<file path="src/pdm_pkg.sv">
// Package for the PWM input period and duty meter: word types, codes and constants.
package pdm_pkg;

  // Field widths
  localparam int unsigned TsBits     = 32;
  localparam int unsigned DutyBits   = 10;
  localparam int unsigned CfgIdxBits = 8;

  // Narrow capture default width
  localparam int unsigned NarrowTsBitsDefault = 16;

  // Duty dividend: high_len * 1000 + period / 2 fits in 42 bits
  localparam int unsigned DvdBits  = 42;
  localparam int unsigned StepBits = 6;

  // Reset values of the configuration registers
  localparam logic [31:0] ClockHzReset  = 32'd120000000;
  localparam logic [31:0] MinHzReset    = 32'd24800;
  localparam logic [31:0] MaxHzReset    = 32'd25200;

  // Duty limits in tenths of a percent
  localparam logic [DutyBits-1:0] DutyFull = 10'd1000;
  localparam logic [DutyBits-1:0] DutySat  = 10'd1023;

  // Configuration register indexes
  localparam logic [CfgIdxBits-1:0] CfgClockHz     = 8'd0;
  localparam logic [CfgIdxBits-1:0] CfgValidMinHz  = 8'd1;
  localparam logic [CfgIdxBits-1:0] CfgValidMaxHz  = 8'd2;
  localparam logic [CfgIdxBits-1:0] CfgCaptureMode = 8'd3;

  // Input opcodes
  localparam logic OpEdge = 1'b0;
  localparam logic OpTick = 1'b1;

  // Input word
  typedef struct packed {
    logic              op;
    logic [TsBits-1:0] timestamp;
    logic              level;
  } in_word_t;

  // Result word
  typedef struct packed {
    logic                sample_present;
    logic                sample_valid;
    logic [31:0]         freq_hz;
    logic [DutyBits-1:0] duty_tenths;
    logic [31:0]         edges_counted;
    logic [31:0]         suppressed_total;
    logic [31:0]         held_freq_hz;
    logic [DutyBits-1:0] held_duty_tenths;
    logic                held_present;
  } out_word_t;

  // Sequencer states
  typedef enum logic [5:0] {
    ST_IDLE  = 6'b000001,
    ST_MUL_A = 6'b000010,
    ST_MUL_B = 6'b000100,
    ST_DIV   = 6'b001000,
    ST_FIN   = 6'b010000,
    ST_DONE  = 6'b100000
  } state_t;

endpackage

</file>
<file path="src/pwm_input_period_duty_meter_core.sv">
// PWM input period and duty meter: edge capture, bit-serial dividers and result register.
// Edge word: accepted while idle, updates rise time, period and high time, gives no result.
// Tick word: with a sample present, two setup steps (ST_MUL_A, ST_MUL_B), 42 bit-serial division
//   steps, one check step (ST_FIN) and a load that waits on out_ready; without one, check and load.
// The divider retires one quotient bit per cycle; no new word is taken until a tick is done.
// Reset (rst, synchronous, active high) clears all capture state and loads register defaults.
module pwm_input_period_duty_meter_core
  import pdm_pkg::*;
#(
  parameter int unsigned NARROW_TIMESTAMP_BITS = NarrowTsBitsDefault
) (
  input  logic                  clk,
  input  logic                  rst,
  input  logic                  in_valid,
  output logic                  in_ready,
  input  in_word_t              in_data,
  output logic                  out_valid,
  input  logic                  out_ready,
  output out_word_t             out_data,
  input  logic                  cfg_valid,
  output logic                  cfg_ready,
  input  logic [CfgIdxBits-1:0] cfg_index,
  input  logic [31:0]           cfg_data
);

  localparam logic [63:0] MaskWide   = (64'd1 << NARROW_TIMESTAMP_BITS) - 64'd1;
  localparam logic [31:0] NarrowMask = MaskWide[31:0];
  localparam logic [StepBits-1:0] LastStep = StepBits'(DvdBits - 1);

  // Configuration registers
  logic [31:0] clock_hz, valid_min_hz, valid_max_hz;
  logic        capture_mode;

  // Capture state
  logic [31:0] rise_time, period_len, high_len;
  logic        rise_seen, period_seen, high_set, expect_rise;
  logic [31:0] edge_tally, suppress_tally, valid_freq;
  logic [DutyBits-1:0] valid_duty;
  logic        valid_seen;

  // Sequencer and datapath
  state_t               state;
  logic [StepBits-1:0]  step_cnt;
  logic [DvdBits-1:0]   dvd_d, dvd_f;
  logic [36:0]          sub24;
  logic [31:0]          rem_d, rem_f, q_f;
  logic [DutyBits-1:0]  q_d;
  logic                 q_ovf, present_r, hi_le, valid_r;
  logic [DutyBits-1:0]  duty_r;

  logic in_acc;
  assign in_ready  = (state == ST_IDLE);
  assign cfg_ready = 1'b1;
  assign in_acc    = in_valid && in_ready;

  // Edge classification and delta
  logic        rising;
  logic [31:0] now_ts, mask, delta;
  always_comb begin
    if (capture_mode) begin
      rising = in_data.level;
      mask   = '1;
    end else begin
      rising = expect_rise;
      mask   = NarrowMask;
    end
    now_ts = in_data.timestamp & mask;
    delta  = (now_ts - rise_time) & mask;
  end

  logic present_now;
  assign present_now = period_seen && high_set && (period_len != '0);

  // One restoring division step for each quotient
  logic [32:0] cand_d, cand_f;
  logic [33:0] diff_d, diff_f;
  logic        ge_d, ge_f;
  always_comb begin
    cand_d = {rem_d, dvd_d[DvdBits-1]};
    cand_f = {rem_f, dvd_f[DvdBits-1]};
    diff_d = {1'b0, cand_d} - {2'b00, period_len};
    diff_f = {1'b0, cand_f} - {2'b00, period_len};
    ge_d   = !diff_d[33];
    ge_f   = !diff_f[33];
  end

  // Tick completion values
  logic        fire, do_suppress, do_hold;
  logic [31:0] suppress_next, valid_freq_next;
  logic [DutyBits-1:0] valid_duty_next;
  logic        valid_seen_next;
  always_comb begin
    fire            = (state == ST_DONE) && (!out_valid || out_ready);
    do_hold         = fire && valid_r;
    do_suppress     = fire && present_r && !valid_r;
    suppress_next   = do_suppress ? suppress_tally + 32'd1 : suppress_tally;
    valid_freq_next = do_hold ? q_f : valid_freq;
    valid_duty_next = do_hold ? duty_r : valid_duty;
    valid_seen_next = valid_seen || do_hold;
  end

  // Configuration writes
  always_ff @(posedge clk) begin
    if (rst) begin
      clock_hz     <= ClockHzReset;
      valid_min_hz <= MinHzReset;
      valid_max_hz <= MaxHzReset;
      capture_mode <= 1'b0;
    end else if (cfg_valid && cfg_ready) begin
      unique case (cfg_index)
        CfgClockHz:     clock_hz     <= cfg_data;
        CfgValidMinHz:  valid_min_hz <= cfg_data;
        CfgValidMaxHz:  valid_max_hz <= cfg_data;
        CfgCaptureMode: capture_mode <= cfg_data[0];
        default: ;
      endcase
    end
  end

  // Capture state and held snapshot
  always_ff @(posedge clk) begin
    if (rst) begin
      rise_time      <= '0;
      rise_seen      <= 1'b0;
      period_len     <= '0;
      period_seen    <= 1'b0;
      high_len       <= '0;
      high_set       <= 1'b0;
      expect_rise    <= 1'b1;
      edge_tally     <= '0;
      suppress_tally <= '0;
      valid_freq     <= '0;
      valid_duty     <= '0;
      valid_seen     <= 1'b0;
    end else begin
      if (in_acc && in_data.op == OpEdge) begin
        edge_tally <= edge_tally + 32'd1;
        if (!capture_mode) begin
          expect_rise <= !expect_rise;
        end
        if (rising) begin
          if (rise_seen) begin
            period_len  <= delta;
            period_seen <= (delta != '0);
          end
          rise_time <= now_ts;
          rise_seen <= 1'b1;
        end else if (rise_seen) begin
          high_len <= delta;
          high_set <= 1'b1;
        end
      end
      if (fire) begin
        edge_tally <= '0;
      end
      suppress_tally <= suppress_next;
      valid_freq     <= valid_freq_next;
      valid_duty     <= valid_duty_next;
      valid_seen     <= valid_seen_next;
    end
  end

  // Tick sequencer
  always_ff @(posedge clk) begin
    if (rst) begin
      state <= ST_IDLE;
    end else begin
      unique case (state)
        ST_IDLE: begin
          if (in_acc && in_data.op == OpTick) begin
            state <= present_now ? ST_MUL_A : ST_FIN;
          end
        end
        ST_MUL_A: state <= ST_MUL_B;
        ST_MUL_B: state <= ST_DIV;
        ST_DIV:   if (step_cnt == LastStep) state <= ST_FIN;
        ST_FIN:   state <= ST_DONE;
        ST_DONE:  if (fire) state <= ST_IDLE;
        default:  state <= ST_IDLE;
      endcase
    end
  end

  // Divider datapath
  always_ff @(posedge clk) begin
    unique case (state)
      ST_IDLE: begin
        present_r <= present_now;
        q_f       <= '0;
        q_d       <= '0;
        q_ovf     <= 1'b0;
        hi_le     <= 1'b0;
        step_cnt  <= '0;
        rem_d     <= '0;
        rem_f     <= '0;
      end
      ST_MUL_A: begin
        // high * 1024 + period / 2, and high * 24 on the side
        dvd_d <= {high_len, 10'b0} + {11'b0, period_len[31:1]};
        sub24 <= {1'b0, high_len, 4'b0} + {2'b00, high_len, 3'b0};
        dvd_f <= {10'b0, clock_hz};
      end
      ST_MUL_B: begin
        dvd_d <= dvd_d - {5'b0, sub24};
        hi_le <= (high_len <= period_len);
      end
      ST_DIV: begin
        dvd_d    <= {dvd_d[DvdBits-2:0], 1'b0};
        dvd_f    <= {dvd_f[DvdBits-2:0], 1'b0};
        rem_d    <= ge_d ? diff_d[31:0] : cand_d[31:0];
        rem_f    <= ge_f ? diff_f[31:0] : cand_f[31:0];
        q_f      <= {q_f[30:0], ge_f};
        q_d      <= {q_d[DutyBits-2:0], ge_d};
        q_ovf    <= q_ovf || q_d[DutyBits-1];
        step_cnt <= step_cnt + 1'b1;
      end
      ST_FIN: begin
        // plausibility checks on the finished quotients
        duty_r  <= q_ovf ? DutySat : q_d;
        valid_r <= present_r && (q_f >= valid_min_hz) && (q_f <= valid_max_hz) &&
                   !q_ovf && (q_d <= DutyFull) && hi_le;
      end
      ST_DONE: ;
      default: ;
    endcase
  end

  // Result register
  always_ff @(posedge clk) begin
    if (rst) begin
      out_valid <= 1'b0;
    end else if (fire) begin
      out_valid <= 1'b1;
    end else if (out_ready) begin
      out_valid <= 1'b0;
    end
  end

  always_ff @(posedge clk) begin
    if (fire) begin
      out_data.sample_present   <= present_r;
      out_data.sample_valid     <= valid_r;
      out_data.freq_hz          <= q_f;
      out_data.duty_tenths      <= duty_r;
      out_data.edges_counted    <= edge_tally;
      out_data.suppressed_total <= suppress_next;
      out_data.held_freq_hz     <= valid_freq_next;
      out_data.held_duty_tenths <= valid_duty_next;
      out_data.held_present     <= valid_seen_next;
    end
  end

endmodule

</file>
<file path="config.mk">
export PLATFORM = sky130hd
export DESIGN_NAME = pwm_input_period_duty_meter_core
export DESIGN_NICKNAME = d
export VERILOG_FILES = /design/src/pdm_pkg.sv /design/src/pwm_input_period_duty_meter_core.sv
export SDC_FILE = /design/constraint.sdc
export NUM_CORES = 2
export LEC_CHECK = 0
export ABC_CLOCK_PERIOD_IN_PS = 17100
export BUFFER_PORTS_ARGS = -buffer_cell sky130_fd_sc_hd__buf_2
export CORE_MARGIN = 1
export CORE_UTILIZATION = 56
export DETAILED_ROUTE_END_ITERATION = 16
export PLACE_DENSITY_LB_ADDON = 0.15
export SYNTH_ARGS = -nofsm -noshare
export SYNTH_HDL_FRONTEND = slang
export SYNTH_SLANG_ARGS = --single-unit
</file>
<file path="constraint.sdc">
create_clock -name clk -period 17.1 [get_ports clk]
set_input_delay 5.13 -clock clk [delete_from_list [all_inputs] [get_ports clk]]
set_output_delay 5.13 -clock clk [all_outputs]
set_load 0.02 [all_outputs]
</file>
* Word level (Yosys, flattened, before mapping) *
Cells that the tools add are included.

word-level totals
  flip-flop bits (word level) = 709
  bits in writable memories = 0
  latch bits = 0
  logic and storage cells = 135
  bits of input ports = 79
  memories = 0
  ROM bits = 0

operators by class
  reductions and logical operators = 41
  multiply operators = 0
  $add $sub $neg = 9
  div/mod/pow operators = 0
  bitwise operators = 5
  mux-type cells = 23
  equality and inequality tests = 13
  order comparisons = 4
  shift operators = 0

operators by type and width
  operator                                                 number
  one-hot mux 32 bit (2 select lines)                      3
  2-to-1 mux 32 bit                                        5
  one-hot mux 42 bit (3 select lines)                      1
  one-hot mux 42 bit (2 select lines)                      1
  subtractor 33 x 32 -> 34 bit                             2
  adder 32 x 1 -> 32 bit (second input constant)           2
  AND 32 bit                                               2
  less-or-equal comparator 32 bit                          2
  nonzero test 32 bit                                      2
  adder 42 x 31 -> 42 bit                                  1
  subtractor 42 x 37 -> 42 bit                             1
  adder 36 x 35 -> 37 bit                                  1
  one-hot mux 6 bit (6 select lines)                       1
  greater-or-equal comparator 32 bit                       1
  subtractor 32 bit                                        1
  one-hot mux 10 bit (2 select lines)                      1
  2-to-1 mux 6 bit                                         3
  == test 8 x 2 -> 1 bit (second input constant)           2
  logical AND 1 bit                                        14
  == test 6 bit (second input constant)                    2
  one-hot mux 6 bit (2 select lines)                       1
  AND reduction 2 bit                                      6
  less-or-equal comparator 10 bit (second input constant)  1
  2-to-1 mux 10 bit                                        1
  other kinds (20)                                         38

* Logic depth before layout (Yosys ltp) *
  depth in word-level cells = 6
  depth in mapped cells = 17
  depth with buffers taken out = 15

* Worst setup path after synthesis *
Ideal clock, no wire load.

  path type = in2reg
  start point = input out_ready
  end point = register out_data[68] (netlist bit) (data pin)
  setup slack = 5.932 ns
  stages on the path = 10
  library setup time = 0.262 ns
  data required time = 16.838 ns
  arrival = 10.906 ns
  path buffers = 1
  cell sequence = nand2b_1 nor2b_2 and3b_1 buf_2 nand4_1 nor3_1 nand2_1 nor3_2 nand3_1 xnor2_1

on the way
  longest elaborated chain between the ends = 5

RTL lines
  what                             RTL line                                source
  start: declaration               pwm_input_period_duty_meter_core.sv:18  input logic out_ready,
  logical OR 1 bit                 pwm_input_period_duty_meter_core.sv:93  fire = (state == ST_DONE) && (!out_valid || out_ready);
  logical AND 1 bit                pwm_input_period_duty_meter_core.sv:93
  via fire                         pwm_input_period_duty_meter_core.sv:88  logic fire, do_suppress, do_hold;
  logical AND 1 bit (2 in series)  pwm_input_period_duty_meter_core.sv:95  do_suppress = fire && present_r && !valid_r;
  2-to-1 mux 32 bit                pwm_input_period_duty_meter_core.sv:96  suppress_next = do_suppress ? suppress_tally + 32'd1 : suppress_tally;
  via suppress_next[25]            pwm_input_period_duty_meter_core.sv:89  logic [31:0] suppress_next, valid_freq_next;
  end: declaration                 pwm_input_period_duty_meter_core.sv:19  output out_word_t out_data,

The timed path passes the listed nets, and every way through them passes these cells.
A chain may end at the register's enable or synchronous reset.

* Worst setup path in the final report *
  start point = input in_data[6] (netlist bit)
  end point = register period_seen

on the way
  longest elaborated chain between the ends = 4

RTL lines
  what                    RTL line                                 source
  start: declaration      pwm_input_period_duty_meter_core.sv:16   input in_word_t in_data,
  AND 32 bit              pwm_input_period_duty_meter_core.sv:67   now_ts = in_data.timestamp & mask;
  subtractor 32 bit       pwm_input_period_duty_meter_core.sv:68   delta = (now_ts - rise_time) & mask;
  AND 32 bit              pwm_input_period_duty_meter_core.sv:68
  nonzero test 32 bit     pwm_input_period_duty_meter_core.sv:144  period_seen <= (delta != '0);
  end signal: assignment  pwm_input_period_duty_meter_core.sv:144
  end: declaration        pwm_input_period_duty_meter_core.sv:36   logic rise_seen, period_seen, high_set, expect_rise;

No other way between the ends.

==> flow_summary.json <==
{
  "status": "completed",
  "p_sw_uw": 1660,
  "rsz0062_at_grt": "false",
  "grt.overflow.total": 0,
  "drc": 0,
  "cts_setup_buffers": 0,
  "synth_area_sq_mm": 0.0378,
  "coreArea_sq_mm": 0.0663,
  "fp.dieW_microns": 262,
  "tns_ps": 0,
  "grt_usage_pct": 25.7,
  "synth_edf_count": 395,
  "cp_slowest_cell": "a2111oi_0",
  "cts.sinks": 706,
  "antenna_found_initial": 7,
  "die_y_microns": 262,
  "synth_area_leaders": "edfxtp_1 31%, dfxtp_1 16%, ha_1 9.4%",
  "synthesis.nets": 4282,
  "comb_power_share_pct": 27.2,
  "max-vdd-ir-drop_uv": 98.9,
  "ys_types": 86,
  "numPlacedInstances": 4897,
  "synth_seq_cells": 706,
  "hold_class": "reg -> reg",
  "arrival_ps": 8390,
  "fin_crit_sh_pct": 46.2,
  "critPathRequiredTime_ps": 17590,
  "p_per_area_mw_per_mm2": 121,
  "fin_skew_ps": 19.1,
  "synth_top_cells_by_count": "642 x nand2_1, 395 x edfxtp_1, 377 x a21oi_1",
  "final_cell_area_sq_mm": 0.0424,
  "synth_top_area_cell": "edfxtp_1",
  "pwr-share-clk_pct": 32.5,
  "yosysMostFrequentCell": "nand2_1",
  "grt_max_degree": 120,
  "grt_pass1_wl_microns": 141000,
  "nFillCells": 5544,
  "clock_path_buffers": 3,
  "num_io_pins": 233,
  "dominantRegCellSynth": "edfxtp_1",
  "wl_per_cell_microns": 17.7,
  "p_sw_share_pct": 32.2,
  "yosys_warnings": 0,
  "fin_crit_ps": 7910,
  "postCtsHoldBufs": 0,
  "cts_root_buffer": "clkbuf_16",
  "layout_setup_ws_ps": 9190,
  "dpl-instance-area_sq_mm": 0.0398,
  "crit_path_max_incr_delay_ps": 580,
  "vias": 28600,
  "die-area_sq_mm": 0.0686,
  "dp_worst_setup_slack_ps": 8570,
  "leakage_uw": 0.0171,
  "gp_congestion": 0.943,
  "critPathCaptureType": "flop",
  "path_max_fanout": 7,
  "drive_gt1_share_pct": 11.6,
  "slew_violations": 0,
  "ant_nets": 0,
  "drt_iter0_drc": 1780,
  "clk_latency_ps": 620,
  "hold_viol_final": 0,
  "internal-power_uw": 3490,
  "slew_headroom_pct": 9.66,
  "grt_pass1_vias": 26900,
  "firstDrtPassIters": 6,
  "post_cts_resized": 0,
  "vias_per_cell": 5.66,
  "cp-start-kind": "input port",
  "synth_top_area_share_pct": 31.3,
  "start_util_pct": 57.0,
  "maxClockFrequency_mhz": 126,
  "synthArstFlopShare_pct": 0,
  "cap_violations": 0,
  "syn_to_final_growth_pct": 12.1,
  "finalPower_uw": 5150,
  "setup_viol": 0,
  "path_class": "in -> reg",
  "synthCells": 3913,
  "syn_area_per_cell_sq_um": 9.67,
  "routed_wl_microns": 89200,
  "htree_num_levels": 3,
  "cts_tree": "built",
  "dp_hpwl_microns": 63300,
  "portBuffers": 231,
  "nets": 4482,
  "path_clk_slew_ps": 60,
  "path_cells": "buf_2 -> ha_1 -> a21o_1 -> a221oi_1 -> a21oi_1 -> a2111oi_0 -> o221ai_1 -> a311oi_1 -> nand4bb_1 -> nor4_2 -> nand4_1 -> nor4bb_1 -> a31oi_1",
  "cts_buffers": 78,
  "rows": 94,
  "final_cells": 5049,
  "ys_seq_area_share_pct": 47.8,
  "tightest_slew_ps": 1350,
  "p_seq_share_pct": 40.3
}
## metal layers
metal,GRT usage [%],routed length [microns],up-vias
met3,3.23,4430,125
met4,8.53,2110,0
li1,-,-,14300
met2,41.4,41300,675
met1,35.9,41400,13500
met5,0,0,-
## power groups by stage
stage / sequential (uW) / clock, uW / combinational [uW]
finish: 2070 / 1670 / 1400
global placement: 2100 / 0 / 1370
detailed placement: 2100 / 0 / 1390
global route: 2090 / 1770 / 1580
floorplan: 2070 / 0 / 1100
CTS: 2070 / 1710 / 1400
## sequential cells by signal, indices dropped and copies added, names as in the netlist, 34 cells and up
name and flops:
sub24 34, dvd_f 42, out_data 151, dvd_d 42
## layout by cell type (no fill, tap or decap), drive strengths merged, types with 105 or more instances in the layout
master / instances
a21o: 123
a21oi: 379
nor2: 213
inv: 212
clkbuf: 105
dfxtp: 311
xnor2: 125
nand2: 643
buf: 259
edfxtp: 395
ha: 284
o21ai: 131
nor2b: 117
## worst paths after layout
| path | from | end | slack [ps] | cells after the start |
|---|---|---|---|---|
| setup reg to reg | period_len[1] | rem_f[26] | 12420 | 15 |
| setup / recovery | in_data[6] | period_seen | 9190 | 13 |
| hold / removal | duty_r[7] | out_data[114] | 450 | 0 |
| hold reg to reg | duty_r[7] | out_data[114] | 450 | 0 |
## area by class of cell
type | instances | area (sq um) | share of cell area [%]
well taps | 864 | 1080 | 2.55
flip-flops and latches | 706 | 18100 | 42.7
repair buffers | 259 | 1390 | 3.28
clock inverters | 41 | 394 | 0.930
multi-input cells | 2859 | 18500 | 43.5
diodes | 6 | 15.0 | 0.0354
inverters | 209 | 785 | 1.85
clock buffers | 105 | 2190 | 5.17
## logic make-up after synthesis
group,count (synthesis),synth area share [%]
and+or+nand+nor,1425,18.0
AOI/OAI and AO/OA,885,14.7
DFF,706,47.8
buffers and inverters,348,3.56
adders and majority gates,290,9.71
xor gates and xnor gates,209,4.84
muxes,49,1.44
other,1,0.00991
## metrics by stage
stage | hold WS, ps | utilization [%]
5_1_grt | 461 | 63.9
3_5_place_dp | 436 | 60.0
3_3_place_gp | 428 | 60.0
2_1_floorplan | 417 | -
6_report | 446 | 63.9
4_1_cts | 447 | 63.9
## worst max-delay path: cells and delay by family
kind | cells | cell delay (ps)
AO/OA/AOI/OAI | 7 | 1960
AND/OR/NAND/NOR | 4 | 790
adder cells (fa/ha/maj) | 1 | 390
buffers and inverters | 1 | 110
Note: power is estimated with default switching activity, not from simulation.
